### config.mk
export PLATFORM = sky130hd
export DESIGN_NAME = ilb_ctrl
export DESIGN_NICKNAME = d
export VERILOG_FILES = /design/src/hdl/ilb_pkg.sv /design/src/hdl/ilb_ctrl.sv
export SDC_FILE = /design/constraint.sdc
export NUM_CORES = 1
export LEC_CHECK = 0
export BUFFER_PORTS_ARGS = -buffer_cell sky130_fd_sc_hd__clkbuf_2
export CAP_MARGIN = 20
export CORE_ASPECT_RATIO = 1.75
export CORE_MARGIN = 2
export CORE_UTILIZATION = 47
export CTS_CLUSTER_DIAMETER = 40
export DETAILED_ROUTE_END_ITERATION = 7
export GPL_TIMING_DRIVEN = 0
export PLACE_DENSITY_LB_ADDON = 0.05
export SLEW_MARGIN = 20
export SYNTH_ARGS = -nofsm -noshare
export SYNTH_HDL_FRONTEND = slang
export SYNTH_SLANG_ARGS = --single-unit
### constraint.sdc
create_clock -name clk_i -period 6.89 [get_ports clk_i]
set_input_delay 1.378 -clock clk_i [delete_from_list [all_inputs] [get_ports clk_i]]
set_output_delay 1.378 -clock clk_i [all_outputs]
set_load 0.1 [all_outputs]
### src/hdl/ilb_pkg.sv
// Shared types and constants of the indexed list buffer.
package ilb_pkg;

  localparam int CAPACITY   = 64;
  localparam int DATA_WIDTH = 32;
  localparam int CMD_W      = 3;
  localparam int POS_W      = 8;
  localparam int VAL_W      = 32;
  localparam int CNT_W      = 7;
  localparam int ST_W       = 2;
  localparam int IN_DATA_W  = 48;
  localparam int OUT_DATA_W = 48;

  typedef enum logic [CMD_W-1:0] {
    CMD_PUSH   = 3'd0,
    CMD_POP    = 3'd1,
    CMD_INSERT = 3'd2,
    CMD_ERASE  = 3'd3,
    CMD_READ   = 3'd4,
    CMD_WRITE  = 3'd5,
    CMD_RESIZE = 3'd6,
    CMD_CLEAR  = 3'd7
  } cmd_e;

  typedef enum logic [ST_W-1:0] {
    ST_OK    = 2'd0,
    ST_RANGE = 2'd1,
    ST_EMPTY = 2'd2,
    ST_FULL  = 2'd3
  } status_e;

  typedef enum logic [1:0] {
    CELL_HOLD,
    CELL_LOAD,
    CELL_INSERT,
    CELL_ERASE
  } cell_op_e;

  typedef struct packed {
    cell_op_e              op;
    logic [CNT_W-1:0]      lo;
    logic [CNT_W-1:0]      hi;
    logic [DATA_WIDTH-1:0] value;
    logic                  rd_en;
    logic [CNT_W-1:0]      rd_idx;
  } cell_ctrl_t;

endpackage

### src/hdl/ilb_ctrl.sv
// Command decode, position checks and element count of the list.
module ilb_ctrl (
  input  logic                          clk_i,
  input  logic                          rst_ni,
  input  logic                          accept_i,
  input  ilb_pkg::cmd_e                 cmd_i,
  input  logic [ilb_pkg::POS_W-1:0]     pos_i,
  input  logic [ilb_pkg::VAL_W-1:0]     value_i,
  input  logic [ilb_pkg::CNT_W-1:0]     new_len_i,
  output ilb_pkg::cell_ctrl_t           ctrl_o,
  output ilb_pkg::status_e              status_o,
  output logic [ilb_pkg::CNT_W-1:0]     count_o,
  output logic [ilb_pkg::CNT_W-1:0]     count_next_o
);
  import ilb_pkg::*;

  localparam logic [CNT_W-1:0] CapCnt = CNT_W'(CAPACITY);

  logic [CNT_W-1:0] count_q;
  logic [CNT_W-1:0] count_d;
  logic [POS_W:0]   pos_ext;
  logic [POS_W:0]   len_ext;
  logic [POS_W:0]   j_ext;
  logic [CNT_W-1:0] j_idx;
  logic             in_rd;
  logic             in_ins;
  logic             full;
  cell_ctrl_t       ctrl;
  status_e          status;

  always_comb begin
    pos_ext = {pos_i[POS_W-1], pos_i};
    len_ext = (POS_W+1)'(count_q);
    j_ext   = pos_i[POS_W-1] ? (len_ext + pos_ext) : pos_ext;
    j_idx   = j_ext[CNT_W-1:0];
    in_rd   = !j_ext[POS_W] && (j_ext < len_ext);
    in_ins  = !j_ext[POS_W] && (j_ext <= len_ext);
    full    = count_q >= CapCnt;

    ctrl.op     = CELL_HOLD;
    ctrl.lo     = '0;
    ctrl.hi     = '0;
    ctrl.value  = value_i[DATA_WIDTH-1:0];
    ctrl.rd_en  = 1'b0;
    ctrl.rd_idx = '0;
    status      = ST_OK;
    count_d     = count_q;

    case (cmd_i)
      CMD_PUSH: begin
        if (full) begin
          status = ST_FULL;
        end else begin
          ctrl.op = CELL_LOAD;
          ctrl.lo = count_q;
          ctrl.hi = count_q + 1'b1;
          count_d = count_q + 1'b1;
        end
      end
      CMD_POP: begin
        if (count_q == '0) begin
          status = ST_EMPTY;
        end else begin
          ctrl.rd_en  = 1'b1;
          ctrl.rd_idx = count_q - 1'b1;
          count_d     = count_q - 1'b1;
        end
      end
      CMD_INSERT: begin
        if (!in_ins) begin
          status = ST_RANGE;
        end else if (full) begin
          status = ST_FULL;
        end else begin
          ctrl.op = CELL_INSERT;
          ctrl.lo = j_idx;
          count_d = count_q + 1'b1;
        end
      end
      CMD_ERASE: begin
        if (!in_rd) begin
          status = ST_RANGE;
        end else begin
          ctrl.op     = CELL_ERASE;
          ctrl.lo     = j_idx;
          ctrl.rd_en  = 1'b1;
          ctrl.rd_idx = j_idx;
          count_d     = count_q - 1'b1;
        end
      end
      CMD_READ: begin
        if (!in_rd) begin
          status = ST_RANGE;
        end else begin
          ctrl.rd_en  = 1'b1;
          ctrl.rd_idx = j_idx;
        end
      end
      CMD_WRITE: begin
        if (!in_rd) begin
          status = ST_RANGE;
        end else begin
          ctrl.op = CELL_LOAD;
          ctrl.lo = j_idx;
          ctrl.hi = j_idx + 1'b1;
        end
      end
      CMD_RESIZE: begin
        if (new_len_i > CapCnt) begin
          status = ST_FULL;
        end else begin
          ctrl.op = CELL_LOAD;
          ctrl.lo = count_q;
          ctrl.hi = new_len_i;
          count_d = new_len_i;
        end
      end
      CMD_CLEAR: begin
        count_d = '0;
      end
      default: begin
        count_d = count_q;
      end
    endcase

    if (!accept_i) ctrl.op = CELL_HOLD;
  end

  always_ff @(posedge clk_i or negedge rst_ni) begin
    if (!rst_ni) begin
      count_q <= '0;
    end else if (accept_i) begin
      count_q <= count_d;
    end
  end

  assign ctrl_o       = ctrl;
  assign status_o     = status;
  assign count_o      = count_q;
  assign count_next_o = count_d;

endmodule

# After elaboration in Yosys (flattened, before gate mapping)
# Cells that the tools add are included.
word_totals:
  reg_bits: 7
  input_bits: 53
  out_inout_bits: 72
  wordCells: 48
classes:
  addsub: 4
  n_lt_le_gt_ge: 4
  eq_ne: 7
  muxes: 25
  reduce_logical: 7
ops:
  columns: ["op", "n"]
  rows:
  - ["15-bit 2-to-1 mux", 3]
  - ["9-bit case mux with 5 select lines", 1]
  - ["7-bit case mux with 6 select lines", 1]
  - ["9-bit 2-to-1 mux", 4]
  - ["7-bit 2-to-1 mux", 5]
  - ["7-bit case mux with 3 select lines", 1]
  - ["8-bit 2-to-1 mux", 2]
  - ["8-bit case mux with 2 select lines", 1]
  - ["7-bit by 1-bit adder with 7-bit output, second input constant", 2]
  - ["3-bit == test, second input constant", 4]
  - ["2-bit 2-to-1 mux", 5]
  - ["2-bit case mux with 5 select lines", 1]
  - ["8-bit by 8-bit adder with 9-bit output", 1]
  - ["9-bit by 7-bit <= comparator with 1-bit output", 1]
  - ["9-bit by 7-bit < comparator with 1-bit output", 1]
  - ["7-bit >= comparator, second input constant", 1]
  - ["7-bit > comparator, second input constant", 1]
  - ["7-bit zero test", 1]
  - ["7-bit by 1-bit subtractor with 7-bit output, second input constant", 1]
  - ["3-bit by 2-bit == test with 1-bit output, second input constant", 2]
  - ["3-bit by 1-bit == test with 1-bit output, second input constant", 1]
  - ["3-bit zero test", 1]
  - ["3-bit OR reduction", 1]
  - ["1-bit logical AND", 2]
  - ["3 further kinds", 3]

# Logic depth before layout (Yosys ltp)
depth:
  depth_word: 7
  depth_mapped: 15
  ltp_nobuf: 15

# Least setup slack after synthesis
# OpenSTA, ideal clock, no wires.
synth_timing:
  kind: "input to output"
  from: "input pos_i[0] (netlist bit)"
  to: "output ctrl_o[42] (netlist bit)"
  arrival_time_ns: 6.397
  required_ns: 5.512
  slack_ns: -0.885
  path_stages: 14
  path_buffers: 0
  cell_sequence: "ha_1 > fa_1 > a211oi_2 > o21bai_1 > a21oi_1 > xnor2_1 > mux2_2 > ha_1 > a21oi_1 > o21ai_1 > or2_2 > nor2_1 > nand3_1 > o21ai_0"
synth_lines:
  columns: ["element", "line", "text"]
  rows:
  - ["start: declaration", "ilb_ctrl.sv:7", "input logic [ilb_pkg::POS_W-1:0] pos_i,"]
  - ["end: declaration", "ilb_ctrl.sv:10", "output ilb_pkg::cell_ctrl_t ctrl_o,"]

# Worst setup path after layout
layout_timing:
  from: "input pos_i[0] (netlist bit)"
  to: "output count_next_o[6] (netlist bit)"
layout_via:
  elab_chain_cells: 6
  word_cells_on_any_way: 10
  cone_classes: "add/sub (1); order compare (2); mux (4); reduce/logical (3)"
layout_lines:
  columns: ["element", "line", "text"]
  rows:
  - ["8-bit by 8-bit adder with 9-bit output", "ilb_ctrl.sv:34", "j_ext = pos_i[POS_W-1] ? (len_ext + pos_ext) : pos_ext;"]
  - ["9-bit 2-to-1 mux *", "ilb_ctrl.sv:34", null]
  - ["9-bit by 7-bit < comparator with 1-bit output (tied with other cells)", "ilb_ctrl.sv:36", "in_rd = !j_ext[POS_W] && (j_ext < len_ext);"]
  - ["1-bit logical AND (on tied branches)", "ilb_ctrl.sv:36, ilb_ctrl.sv:37", null]
  - ["7-bit 2-to-1 mux (on tied branches)", "ilb_ctrl.sv:81, ilb_ctrl.sv:70", null]
  - ["7-bit case mux with 6 select lines *", "ilb_ctrl.sv:49", "case (cmd_i)"]
  - ["end: declaration", "ilb_ctrl.sv:13", "output logic [ilb_pkg::CNT_W-1:0] count_next_o"]
# Mark *: on every way between the ends. The rest lies on a longest branch, timed or not.

==> impl_metrics.env <==
export IMPL_whs_path_depth=2
export IMPL_grt_pass1_vias=2548
export IMPL_worst_path_max_fanout=7
export IMPL_wl_mm=8.27
export IMPL_antenna_found_initial=0
export IMPL_finalInstanceArea_um2=3030
export IMPL_ys_warn_count=0
export IMPL_initial_utilization_pct=48.0
export IMPL_period_minus_slack_ps=6710
export IMPL_leakagePower_nw=1.49
export IMPL_cts_clk_slew_worst_paths_ps=40
export IMPL_hpwl_mm=6.88
export IMPL_tightest_slew_ps=760
export IMPL_yosysTopAreaCellShare_pct=11.1
export IMPL_port_buffers=91
export IMPL_crit_path_end_kind="output pin"
export IMPL_setup_viol=0
export IMPL_drc=0
export IMPL_rows=34
export IMPL_total_power_mw=1.36
export IMPL_synth_top_area_cell="buf_4"
export IMPL_drtIter0Drc=93
export IMPL_critPathSlowestCell="fa_2"
export IMPL_clock_latency_ps=230
export IMPL_coreArea_um2=4930
export IMPL_pin_count=125
export IMPL_die_area_um2=5650
export IMPL_antennaDiodeCount=0
export IMPL_synth_seq_cells=7
export IMPL_drtAntennaViolNets=0
export IMPL_largest_reg_flops=7
export IMPL_grt_ovfl_total=0
export IMPL_avgSynthCellArea_um2=7.58
export IMPL_clock_path_buffers=2
export IMPL_worstRegToRegCells=15
export IMPL_drive_gt1_share_pct=42.2
export IMPL_cpLargestDelayFamily="compound AO/OA/AOI/OAI gates"
export IMPL_via_per_inst=5.85
export IMPL_num_vias=2704
export IMPL_synth_area_leaders="buf_4 (11%), ha_1 (11%), dfrtp_1 (7.4%), xnor2_1 (5.2%), nand2_1 (5.1%)"
export IMPL_critPathBufInv=2
export IMPL_area_growth_pct=27.9
export IMPL_grt_pass1_wl_mm=12.4
export IMPL_syn_nets=387
export IMPL_hold_viol=0
export IMPL_async_reset_ff_share_pct=100
export IMPL_chipHeight_um=98.0
export IMPL_ys_dominant_reg_cell="dfrtp_1"
export IMPL_report_final_slew_viol_count=0
export IMPL_path_cells="clkbuf_2, ha_1, fa_2, a211oi_4, o21bai_1, a21oi_1, xnor2_1, mux2_2, ha_1, nand4_2, o32ai_4, o21bai_2, a31oi_4, nand2b_1, o2111ai_1, mux2_2, clkbuf_4"
export IMPL_dpl_instance_area_um2=2960
export IMPL_slew_headroom_pct=48.9
export IMPL_post_drt_wl_per_cell_um=17.9
export IMPL_drt_first_pass_iters=5
export IMPL_min_path_type="reg2reg"
export IMPL_clock_skew_ps=0.292
export IMPL_vdd_drop_max_mv=0.518
export IMPL_grt_max_degree=13
export IMPL_cts_buffers=3
export IMPL_path_class="in2out"
export IMPL_finalWeightedCongestion=0.944
export IMPL_p_per_area_nw_per_um2=449
export IMPL_die_w_um=57.7
export IMPL_worstPathRequired_ps=5510
export IMPL_nets=483
export IMPL_cp_arrival_ps=5330
export IMPL_ys_seq_area_share_pct=7.39
export IMPL_post_cts_buffers=0
export IMPL_worstSetupStartpointType="primary input"
export IMPL_clockRootBuffer="clkbuf_8"
export IMPL_slowest_delay_ps=410
export IMPL_syn_area_um2=2370
export IMPL_clock_sinks=7
export IMPL_track_usage_pct=28.2
export IMPL_syn_instance_count=313
export IMPL_finalCritPeriodShare_pct=97.4
export IMPL_synth_edff_count=0
export IMPL_fmax_ghz=0.149
export IMPL_cp_num_cells=17
export IMPL_htreeDepth=1
export IMPL_synth_cell_types=67
export IMPL_drv_cap=0
export IMPL_cts_tree="done"
export IMPL_status="completed"
-- routing by layer --
layer / track usage (%) / vias to the layer above / share of wire, %
li1: - / 1298 / -
met5: 0 / - / 0
met4: 14.1 / 0 / 6.1
met2: 52.6 / 117 / 54
met1: 29.5 / 1259 / 35
met3: 3.44 / 30 / 5.0
-- synthesized netlist by cell type (3+ instances only) --
library cell / count
a21o_1: 5
nand2_1: 32
o221ai_1: 5
xnor2_1: 14
clkbuf_1: 3
buf_4: 35
o211ai_1: 5
mux2_2: 5
nor3_1: 9
nand4_1: 3
nand3_1: 10
a21oi_1: 13
inv_1: 17
nor2_1: 25
or2_2: 3
o21ai_1: 3
nand2b_1: 4
xor2_1: 6
dfrtp_1: 7
a22o_1: 11
mux2i_1: 3
nor2b_1: 4
o21ai_0: 16
ha_1: 20
-- stage by stage --
step / hold WS [ps] / util [%] / setup slack, ps / setup TNS, ps / cells
after floorplan: 1080 / - / -594 / -1190 / 313
final: 833 / 61.5 / 181 / 0 / 462
after global routing: 868 / 61.5 / -6.27 / -6.27 / 462
after CTS: 839 / 60.9 / 70.9 / 0 / 462
after detailed placement: 834 / 59.9 / 17.9 / 0 / 458
after global placement: 818 / 59.9 / 28.9 / 0 / 458
-- cell families (layout without fill, tap and decap cells) --
family                     count (synthesis)  after routing  synth area share [%]
AOI/OAI and AO/OA                         90             90                  30.6
xor gates and xnor gates                  20             20                  7.39
adders and majority gates                 21             21                  11.4
buffers and inverters                     59            154                  15.6
DFF                                        7              7                  7.39
muxes                                      8              8                  3.64
and+or+nand+nor                          108            108                  24.0
-- cells in the final DEF, fill, tap and decap left out, drive strengths merged, types with 14 or more instances in the layout --
master	count
o21ai	20
a21oi	14
inv	17
nor2	25
ha	20
buf	47
clkbuf	90
nand2	32
xnor2	14
-- worst register-to-register path, delay by kind of cell, from the launching register on --
kind	cells	cell delay, ps
flops	1	590
fa+ha+maj	3	1110
compound gates	7	1540
simple gates	2	320
xor+xnor	1	80
mux	2	650
-- layout make-up --
class,instances,area (um^2)
clock buffers,4,45.0
repair buffers,91,465
well taps,54,67.6
inverters,17,63.8
fillers,490,1900
flip-flops and latches,7,175
plain buffers,42,307
multi-input cells,247,1910
-- final timing paths --
kind	startpoint	end	slack (ps)
worst max register to register	count_o[0]$_DFFE_PN0P_	count_o[6]$_DFFE_PN0P_	2490
worst min-delay path	count_o[1]$_DFFE_PN0P_	count_o[1]$_DFFE_PN0P_	830
worst min register to register	count_o[1]$_DFFE_PN0P_	count_o[1]$_DFFE_PN0P_	830
max in group asynchronous	rst_ni	count_o[6]$_DFFE_PN0P_	5750
worst max-delay path	pos_i[0]	count_next_o[6]	180
min in group asynchronous	rst_ni	count_o[5]$_DFFE_PN0P_	980
-- report_power, final --
group	internal [mW]	leakage, nW	total, mW	switching [mW]
clock	0.0401	0.0228	0.0587	0.0186
sequential	0.0560	0.0924	0.0990	0.0430
combinational	0.312	1.38	1.20	0.893
-- repair_timing --
action                                  4_1_cts  5_1_grt
resized for setup                             1       17
endpoints found under the setup margin        1       13
hold buffers                                  0        0
pin swaps                                     0        2
Note: power is estimated with default switching activity, not from simulation.
