$ cat src/hdl/ilb_pkg.sv
// Shared types and constants of the indexed list buffer.
package ilb_pkg;

  localparam int CAPACITY   = 64;
  localparam int DATA_WIDTH = 32;
  localparam int CMD_W      = 3;
  localparam int POS_W      = 8;
  localparam int VAL_W      = 32;
  localparam int CNT_W      = 7;
  localparam int ST_W       = 2;
  localparam int IN_DATA_W  = 48;
  localparam int OUT_DATA_W = 48;

  typedef enum logic [CMD_W-1:0] {
    CMD_PUSH   = 3'd0,
    CMD_POP    = 3'd1,
    CMD_INSERT = 3'd2,
    CMD_ERASE  = 3'd3,
    CMD_READ   = 3'd4,
    CMD_WRITE  = 3'd5,
    CMD_RESIZE = 3'd6,
    CMD_CLEAR  = 3'd7
  } cmd_e;

  typedef enum logic [ST_W-1:0] {
    ST_OK    = 2'd0,
    ST_RANGE = 2'd1,
    ST_EMPTY = 2'd2,
    ST_FULL  = 2'd3
  } status_e;

  typedef enum logic [1:0] {
    CELL_HOLD,
    CELL_LOAD,
    CELL_INSERT,
    CELL_ERASE
  } cell_op_e;

  typedef struct packed {
    cell_op_e              op;
    logic [CNT_W-1:0]      lo;
    logic [CNT_W-1:0]      hi;
    logic [DATA_WIDTH-1:0] value;
    logic                  rd_en;
    logic [CNT_W-1:0]      rd_idx;
  } cell_ctrl_t;

endpackage

$ cat src/hdl/ilb_cell.sv
// One storage cell of the list: holds an entry, loads, or takes a neighbour's entry.
module ilb_cell (
  input  logic                          clk_i,
  input  ilb_pkg::cell_ctrl_t           ctrl_i,
  input  logic [ilb_pkg::CNT_W-1:0]     cell_idx_i,
  input  logic [ilb_pkg::DATA_WIDTH-1:0] left_i,
  input  logic [ilb_pkg::DATA_WIDTH-1:0] right_i,
  output logic [ilb_pkg::DATA_WIDTH-1:0] q_o,
  output logic [ilb_pkg::DATA_WIDTH-1:0] tap_o
);
  import ilb_pkg::*;

  logic [DATA_WIDTH-1:0] data_q;
  logic [DATA_WIDTH-1:0] data_d;

  always_comb begin
    data_d = data_q;
    case (ctrl_i.op)
      CELL_LOAD: begin
        if (cell_idx_i >= ctrl_i.lo && cell_idx_i < ctrl_i.hi) data_d = ctrl_i.value;
      end
      CELL_INSERT: begin
        if (cell_idx_i == ctrl_i.lo) begin
          data_d = ctrl_i.value;
        end else if (cell_idx_i > ctrl_i.lo) begin
          data_d = left_i;
        end
      end
      CELL_ERASE: begin
        if (cell_idx_i >= ctrl_i.lo) data_d = right_i;
      end
      default: data_d = data_q;
    endcase
  end

  always_ff @(posedge clk_i) begin
    data_q <= data_d;
  end

  assign q_o   = data_q;
  assign tap_o = (ctrl_i.rd_en && cell_idx_i == ctrl_i.rd_idx) ? data_q : '0;

endmodule

$ cat config.mk
export PLATFORM = sky130hd
export DESIGN_NAME = ilb_cell
export DESIGN_NICKNAME = d
export VERILOG_FILES = /design/src/hdl/ilb_pkg.sv /design/src/hdl/ilb_cell.sv
export SDC_FILE = /design/constraint.sdc
export NUM_CORES = 1
export LEC_CHECK = 0
export BUFFER_PORTS_ARGS = -buffer_cell sky130_fd_sc_hd__buf_2
export CORE_MARGIN = 4
export CORE_UTILIZATION = 35
export DETAILED_ROUTE_END_ITERATION = 6
export PLACE_DENSITY = 0.78
export SYNTH_ARGS = -nofsm -noshare
export SYNTH_HDL_FRONTEND = slang
export SYNTH_SLANG_ARGS = --single-unit
$ cat constraint.sdc
create_clock -name clk_i -period 6.4 [get_ports clk_i]
set_clock_uncertainty 0.1 [all_clocks]
set_input_delay 0.96 -clock clk_i [delete_from_list [all_inputs] [get_ports clk_i]]
set_output_delay 0.96 -clock clk_i [all_outputs]
set_load 0.03 [all_outputs]
# Yosys cells after proc, flatten, opt, wreduce, memory -nomap -nowiden
# Cells that the tools add are included.
[classes]
order_cmp = 3
div = 0
eq_ne = 8
addsub = 0
reduce_logical = 4
mux = 6
multipliers = 0
n_shift = 0
bitwise = 0
[ops]
columns = ["op", "n"]
rows = [
  ["32-bit 2-to-1 mux", 5],
  ["32-bit one-hot mux with 3 select lines", 1],
  ["7-bit == test", 2],
  ["7-bit >= comparator", 1],
  ["7-bit > comparator", 1],
  ["7-bit < comparator", 1],
  ["2-bit == test, second input constant", 2],
  ["2-bit != test, second input constant", 2],
  ["4-bit AND reduction", 1],
  ["3-bit != test, second input constant", 1],
  ["3-bit nonzero test", 1],
  ["2-bit by 1-bit == test with 1-bit output, second input constant", 1],
  ["1-bit logical AND", 2],
]
[totals]
in_bits = 128
output_inout_bits = 64
reg_bits = 32
ram_bits = 0
latchBits = 0
wordCells = 22
mem_bits_ro = 0
memories = 0

# Logic depth before layout (Yosys ltp)
# Gate-level depths: netlist of the first run.
[depth]
depth_word = 4
mapped_depth = 8
mapped_depth_nobuf = 6

# Worst setup path after synthesis of the first run
# OpenSTA, ideal clock, no wires.
[synth_path]
path_kind = "input port to flip-flop"
from = "in ctrl_i[41] (netlist name)"
to = "reg data_q[0] (netlist: q_o[0]), enable pin"
required_time_ps = 5906
path_buffers = 0
cell_stages = 5
slack_ps = 3128
t_arrival_ps = 2778
setup_ps = 394
path_cell_list = "inv_1 ha_1 a211o_1 a2111oi_2 o32a_1"
[synth_via]
elab_chain_len = 4
[synth_lines]
columns = ["item", "line_no", "text"]
rows = [
  ["start: declaration", "ilb_cell.sv:4", "input ilb_pkg::cell_ctrl_t ctrl_i,"],
  ["7-bit < comparator", "ilb_cell.sv:20", "if (cell_idx_i >= ctrl_i.lo && cell_idx_i < ctrl_i.hi) data_d = ctrl_i.value;"],
  ["1-bit logical AND", "ilb_cell.sv:20", ""],
  ["2-bit != test (no source line)", "-", ""],
  ["4-bit AND reduction (no source line)", "-", ""],
  ["end signal: assignment", "ilb_cell.sv:37", "data_q <= data_d;"],
  ["end: declaration", "ilb_cell.sv:13", "logic [DATA_WIDTH-1:0] data_q;"],
]
# No other way between the ends.
# A chain may end at the register's enable or synchronous reset.

# Worst setup path after layout of the first run
[layout_path]
from = "in cell_idx_i[1] (netlist name)"
to = "out tap_o[10] (netlist name)"
[layout_via]
elab_chain_len = 3
[layout_lines]
columns = ["item", "line_no", "text"]
rows = [
  ["start: declaration", "ilb_cell.sv:5", "input logic [ilb_pkg::CNT_W-1:0] cell_idx_i,"],
  ["7-bit == test", "ilb_cell.sv:41", "assign tap_o = (ctrl_i.rd_en && cell_idx_i == ctrl_i.rd_idx) ? data_q : '0;"],
  ["1-bit logical AND", "ilb_cell.sv:41", ""],
  ["32-bit 2-to-1 mux", "ilb_cell.sv:41", ""],
  ["end: declaration", "ilb_cell.sv:9", "output logic [ilb_pkg::DATA_WIDTH-1:0] tap_o"],
]
# No other way between the ends.

==> summary.md, run 1 <==
| Metric | Value |
|---|---|
| Status | `finished clean` |
| Setup violations, final | `0` |
| Hold Slack | `just over 900 ps` |
| Slew HR | `between 10% and 20%` |
| DRT Wirelength | `approximately 7.8 mm` |
| Slew Viols, Final | `0` |
| Routed len/inst | `15.8 um` |
| Vias in the first global route | `around 2500` |
| Largest register FFs | `32` |
| Synth Register Bits | `32` |
| Pre-CTS setup slack | `around 2600 ps` |
| TritonRoute pass-1 iters | `4` |
| Post-synthesis sequential area ratio | `roughly 43%` |
| Leak | `approximately 1.6 nW` |
| RSZ-0062 raised after global routing | `no` |
| Port Buf Inserts | `~190` |
| Area Growth Syn to Fin | `48.2%` |
| DRT iter0 DRCs | `approximately 90` |
| Worst setup margin | `approximately 2700 ps` |
| Crit path max fanout | `32` |
| Critical path arrival | `around 2600 ps` |
| First-pass GRT wire length | `11.1 mm` |
| CP Capture Type | `output pin` |
| Clk sink count | `32` |
| VDD IR max | `0.000104 V` |
| Max_cap viols | `0` |
| Row count | `28` |
| Resized cells post-CTS | `0` |
| CTS Buf Count | `5` |
| Pin count of the biggest net entering global routing | `36` |
| Syn Inst Count | `240` |
| Nets | `560` |
| Placed cell count | `487` |
| Drt via density | `approximately 5.3` |
| Post-synth top area share | `42.8%` |
| Number of inserted diodes | `0` |
| Synth cell types | `24` |
| Initial core utilization | `a little under two fifths` |
| Max Root-Sink Buffers | `2` |
| Tcrit/Tclk final | `57.7%` |
| Post-route minimum period | `about 3700 ps` |
| GRT Resource Usage Total | `18.3%` |
| DR vias | `roughly 2600` |
| Layout cell share with drive strength beyond 1 | `48.1%` |
| Post-Syn Nets | `381` |
| Hold crit path type | `in2reg` |
| YS warnings | `0` |
| Setup CP Type | `in2out` |
| I/O pin count | `192` |
| Routed Antenna Nets | `0` |
| Detailed Place HPWL | `6.00 mm` |
| Mapped Avg Cell Area | `9.35 sq um` |
| Setup TNS | `0 ps` |
| Worst-path clk slew | `~70 ps` |
| Power Dens Cells | `206 nW/um^2` |
| Final Non-Filler Cells | `495` |
| RD Place Congestion | `~0.81` |
| Ranking of synthesized cells by area | `edfxtp_1 43%, o22ai_1 18%, and2_1 8.9%` |
| Synth area leader | `edfxtp_1` |
| Die H | `88.1 um` |
| CTS root buf | `clkbuf_8` |
| Post-CTS Setup Bufs | `0` |
| Cts hold-fix bufs | `0` |
| Mapped Area | `around 2200 sq um` |
| TritonCTS clock tree | `yes` |
| Total Die Area | `between 7000 and 8000 sq um` |
| Fmax | `271 MHz` |
| Chip width | `88.1 um` |
| Fillers | `about 570` |
| DRC | `0` |
| Startpoint Class | `input port` |
| Tightest Pin Transition | `~1200 ps` |
| Grt total ovfl | `0` |
| Critical Path RT | `approximately 5300 ps` |
| Initial antenna violation count | `0` |
| # H-tree levels | `2` |
| Final core utilization | `roughly 55%` |
| Total core area | `slightly above 6000 sq um` |
| Fin. Hold Viols | `0` |
per-layer routing:
layer  wire length, um  share of wire, %  vias to the layer above  GRT usage [%]
met1              2840                36                     1203           19.9
met2              4120                53                      143           34.5
met5                 0                 0                        -              0
li1                  -                 -                     1280              -
met4                84               1.1                        0           4.81
met3               775               9.9                       10           5.17
cells in the mapped netlist:
library cell / instances
o22ai_1: 64
a21oi_1: 34
and2_1: 32
edfxtp_1: 32
inv_1: 15
clkbuf_1: 14
ha_1: 13
xnor2_1: 7
nand4_1: 4
nor2_1: 4
buf_2: 3
buf_4: 3
nand2b_1: 2
nand3_1: 2
o21ai_0: 2
a2111oi_2: 1
a211o_1: 1
a211oi_1: 1
a21boi_0: 1
nand2_1: 1
nor2b_1: 1
o21ai_1: 1
o32a_1: 1
or2_1: 1
cell usage in the layout (no fill, tap or decap):
cell type | synthesis | final
o21ai_0 | 2 | 2
nand4_1 | 4 | 4
a2111oi_2 | 1 | 1
nand3_1 | 2 | 2
a211o_1 | 1 | 1
o32a_2 | 0 | 1
nand2_1 | 1 | 1
nand2b_1 | 2 | 2
buf_4 | 3 | 1
nor2_1 | 4 | 3
clkinv_1 | 0 | 2
and2_1 | 32 | 32
nor2_2 | 0 | 1
a21boi_0 | 1 | 1
o21ai_2 | 0 | 1
ha_1 | 13 | 13
xnor2_1 | 7 | 7
a211oi_1 | 1 | 1
a21oi_1 | 34 | 34
buf_2 | 3 | 191
or2_1 | 1 | 1
bufinv_16 | 0 | 1
inv_1 | 15 | 15
edfxtp_1 | 32 | 32
nor2b_1 | 1 | 1
o22ai_1 | 64 | 64
clkbuf_8 | 0 | 5
critical path: stages:
cell,delay (ps)
buf_2,120
xnor2_1,200
nand4_1,140
nor2_2,760
and2_1,230
buf_2,200
cell type report:
class	count	area, sq um	area share (%)
clock buffers	5	68.8	2.07
clock inverters	3	37.5	1.13
inverters	15	56.3	1.69
multi-input cells	173	1140	34.4
flip-flops and latches	32	961	28.9
well taps	75	93.8	2.82
repair buffers	192	963	29.0
per-stage QoR:
step                power [W]  area (sq um)
finish               0.000684          3330
floorplan            0.000416          2240
global placement     0.000501          3220
CTS                  0.000690          3330
global route         0.000718          3330
detailed placement   0.000506          3220
final timing paths:
check                 cells after the start  slack [ps]           endpoint     startpoint
worst max-delay path                      6        2710          tap_o[10]  cell_idx_i[1]
worst min-delay path                      3         930  q_o[22]$_DFFE_PP_    right_i[22]
where the power goes:
| group | total, W | switching [W] | internal [W] |
|---|---|---|---|
| sequential | 0.000285 | 0.0000144 | 0.000271 |
| combinational | 0.000217 | 0.000138 | 0.0000785 |
| clock | 0.000182 | 0.0000690 | 0.000113 |
| total | 0.000684 | 0.000222 | 0.000462 |
kinds of logic (layout without fill, tap and decap cells):
family                   count (synthesis)  count (layout)  synth area share, %
AO/OA/AOI/OAI                          106             106                 28.3
XOR/XNOR                                 7               7                 2.73
adder cells (fa/ha/maj)                 13              13                 7.25
buffers and inverters                   35             215                 6.52
flip-flops                              32              32                 42.8
AND/OR/NAND/NOR                         47              47                 12.4
Power figures use the tool's default switching activity.
==> run 2: changes to the inputs <==
--- a/config.mk
+++ b/config.mk
@@ -5,11 +5,12 @@
 export SDC_FILE = /design/constraint.sdc
 export NUM_CORES = 1
 export LEC_CHECK = 0
+export ABC_AREA = 1
 export BUFFER_PORTS_ARGS = -buffer_cell sky130_fd_sc_hd__buf_2
 export CORE_MARGIN = 4
 export CORE_UTILIZATION = 35
 export DETAILED_ROUTE_END_ITERATION = 6
-export PLACE_DENSITY = 0.78
+export PLACE_DENSITY = 0.71
 export SYNTH_ARGS = -nofsm -noshare
 export SYNTH_HDL_FRONTEND = slang
 export SYNTH_SLANG_ARGS = --single-unit
==> constraint.sdc (replaced) <==
create_clock -name clk_i -period 3.4 [get_ports clk_i]
set_clock_uncertainty 0.1 [all_clocks]
set_input_delay 0.51 -clock clk_i [delete_from_list [all_inputs] [get_ports clk_i]]
set_output_delay 0.51 -clock clk_i [all_outputs]
set_load 0.03 [all_outputs]
==> summary.md, run 2 <==
| Metric | Value |
|---|---|
| Post-synth EDFFs | `32 (unchanged)` |
| Leak | `2.25 nW (+37%)` |
| Port Buf Inserts | `191 (unchanged)` |
| Post-Synth XOR/XNOR Area | `0.581% (-2.2 points)` |
| Synth Register Bits | `32 (unchanged)` |
| Setup CP Type | `in2out` |
| Initial antenna violation count | `0 (unchanged)` |
| Area Growth Syn to Fin | `33.5%` |
| Setup violations, final | `0 (unchanged)` |
| Critical Path RT | `2790 ps (-2550 ps)` |
| Post-Synth Adder-Cell Area | `5.40% (-1.8 points)` |
| Critical path's top delay family | `simple AND/OR/NAND/NOR gates` |
| Worst min-delay path startpoint | `left_i[3]` |
| RSZ-0062 raised after global routing | `no` |
| Post-CTS Setup Bufs | `0 (unchanged)` |
| Async SR Flop Fraction | `0% (unchanged)` |
| Max Root-Sink Buffers | `2 (unchanged)` |
| Mapped Area | `3010 sq um (+34%)` |
| VDD IR max | `0.000158 V (+53%)` |
| Clk sink count | `32 (unchanged)` |
| Fillers | `839 (+48%)` |
| CP bufs+invs | `3 (+1)` |
| CTS Buf Count | `5 (unchanged)` |
| Fin. Hold Viols | `0 (unchanged)` |
| Clock Power Share | `25.7% (-0.9 points)` |
| Synth Area in Compound Gates | `24.4% (-3.9 points)` |
| DRT iter0 DRCs | `123 (+35%)` |
| Critical path arrival | `1850 ps (-780 ps)` |
| Switching part of the total | `35.1% (+2.7 points)` |
| Cts hold-fix bufs | `0 (unchanged)` |
| Number of inserted diodes | `0 (unchanged)` |
| Total core area | `8300 sq um (+37%)` |
| Nets | `734 (+31%)` |
| Synth area leader | `edfxtp_1` |
| Syn Inst Count | `416 (+73%)` |
| Grt total ovfl | `0 (unchanged)` |
| Tightest Pin Transition | `742 ps (-468 ps)` |
| Drt via density | `4.70 (-12%)` |
| Worst-path clk slew | `70 ps (about the same)` |
| Tcrit/Tclk final | `around 72%` |
| Die H | `101 um (+14%)` |
| Largest family of logic cells by synthesized area | `compound AO/OA/AOI/OAI gates` |
| Commonest non-fill, non-tap cells in the layout | `191 x buf_2, 94 x inv_1, 57 x o21ai_0` |
| DR vias | `3286 (+25%)` |
| Status | `finished clean` |
| Max_cap viols | `0 (unchanged)` |
| Power Dens Cells | `344 nW/um^2 (+67%)` |
| Slowest stage delay, CP | `380 ps (-380 ps)` |
| Ys flop type | `edfxtp_1` |
| Worst setup path start | `cell_idx_i[0]` |
| Ranking of synthesized cells by area | `edfxtp_1 32%, inv_1 12%, o21ai_0 9.5%` |
| CTS root buf | `clkbuf_8` |
| Chip width | `101 um (+14%)` |
| Post-route minimum period | `between 2000 and 2500 ps` |
| TritonRoute pass-1 iters | `5 (+1)` |
| Slowest cell on the critical path | `nand2_2` |
| Initial core utilization | `36.3% (-0.72 points)` |
| # H-tree levels | `2 (unchanged)` |
| Setup TNS | `0 ps (unchanged)` |
| Startpoint Class | `input port` |
| Post-synthesis mux area share | `0% (unchanged)` |
| Most common cell after layout, fill and taps aside | `buf_2` |
| TritonCTS clock tree | `yes` |
| Most frequent cell after synthesis | `inv_1` |
| DRC | `0 (unchanged)` |
| Gate power share | `35.0% (+3.3 points)` |
| Pin count of the biggest net entering global routing | `38 (+5.6%)` |
| Fmax | `just over 400 MHz` |
| Synth top cells by count | `94 x inv_1, 57 x o21ai_0, 39 x nand2_1` |
| GRT Resource Usage Total | `17.2% (-1.1 points)` |
| Flop pwr share | `39.3% (-2.4 points)` |
| Row count | `33 (+18%)` |
| Hold crit path type | `in2reg` |
| Final core utilization | `48.5% (-6.4 points)` |
| Post-Syn Nets | `557 (+46%)` |
| Resized cells post-CTS | `0 (unchanged)` |
| DRT Wirelength | `9.39 mm (+20%)` |
| Detailed Place HPWL | `7.18 mm (+20%)` |
| Vias in the first global route | `3106 (+27%)` |
| Int Pwr | `0.000898 W (+94%)` |
| Mapped Avg Cell Area | `7.25 sq um (-23%)` |
| Routed len/inst | `13.4 um (-15%)` |
| Simple-gate portion of the synthesized area | `18.5% (+6.0 points)` |
| Total Die Area | `10200 sq um (+31%)` |
| First-pass GRT wire length | `14.1 mm (+28%)` |
| Slew Viols, Final | `0 (unchanged)` |
| Slew HR | `50.5% (+31 points)` |
| CP Capture Type | `output pin` |
| Post-synthesis sequential area ratio | `31.9% (-11 points)` |
| RD Place Congestion | `0.875 (+7.6%)` |
| Post-synth top area share | `31.9% (-11 points)` |
| Crit path max fanout | `32 (unchanged)` |
| Routed Antenna Nets | `0 (unchanged)` |
| I/O pin count | `192 (unchanged)` |
| Crit path cell chain | `buf_2 -> inv_1 -> or2_1 -> nand3_1 -> nor2_1 -> nand2_2 -> nor2_1 -> buf_2` |
| Synth cell types | `26 (+8.3%)` |
| Largest register FFs | `32 (unchanged)` |
| Switching power | `0.000486 W (+120%)` |
| Layout cell share with drive strength beyond 1 | `37.2% (-11 points)` |
| YS warnings | `0 (unchanged)` |
==> run 2: changes by cell type after synthesis, moves of 8 or more <==
cell      delta
inv_1       +79
o22ai_1     -64
o21ai_0     +55
nand2_1     +38
nor2_1      +34
and2_1      -32
nand3_1     +32
o21bai_1    +28
a21oi_1     -12
clkbuf_1    -11
a21oi_2     +10
buf_6        +8
==> run 2: cell families after synthesis <==
group           count (synthesis)
compound gates                125
xor+xnor                        2
fa+ha+maj                      13
buf+inv                       121
flops                          32
simple gates                  123
==> run 2: area by class of cell <==
class / count / area, sq um / share of cell area (%)
sequential: 32 / 961 / 23.9
timing repair buffer: 196 / 993 / 24.7
tap: 105 / 131 / 3.27
inverter: 95 / 357 / 8.86
multi-input combinational: 263 / 1470 / 36.6
clock buffer: 6 / 72.6 / 1.80
clock inverter: 2 / 35.0 / 0.871
==> run 2: path summary, 6_finish.rpt <==
| kind | end | slack (ps) | cells past startpoint |
|---|---|---|---|
| worst max-delay path | tap_o[25] | 940 | 8 |
| worst min-delay path | q_o[3]$_DFFE_PP_ | 460 | 3 |
==> run 2: power groups by stage <==
stage               Combinational (W)  Sequential (W)  Clock (W)
floorplan                    0.000198        0.000665          0
global placement             0.000481        0.000548          0
detailed placement           0.000488        0.000551          0
CTS                          0.000489        0.000543   0.000369
global route                 0.000534        0.000548   0.000383
finish                       0.000484        0.000543   0.000356
==> run 2: routing by layer <==
layer,up-vias,wire (um),track usage (%)
li1,1693,-,-
met1,1457,3990,21.5
met2,131,4620,29.7
met3,5,721,3.32
met4,0,54,5.18
met5,-,0,0
==> run 2: per-stage QoR <==
step	cells	area (sq um)	hold slack, ps	total power [W]	setup slack (ps)
2_1_floorplan	416	3010	641	0.000864	875
3_3_place_gp	691	3920	740	0.00103	949
3_5_place_dp	691	3920	750	0.00104	932
4_1_cts	699	4020	454	0.00140	925
5_1_grt	699	4020	456	0.00147	745
6_report	699	4020	463	0.00138	938
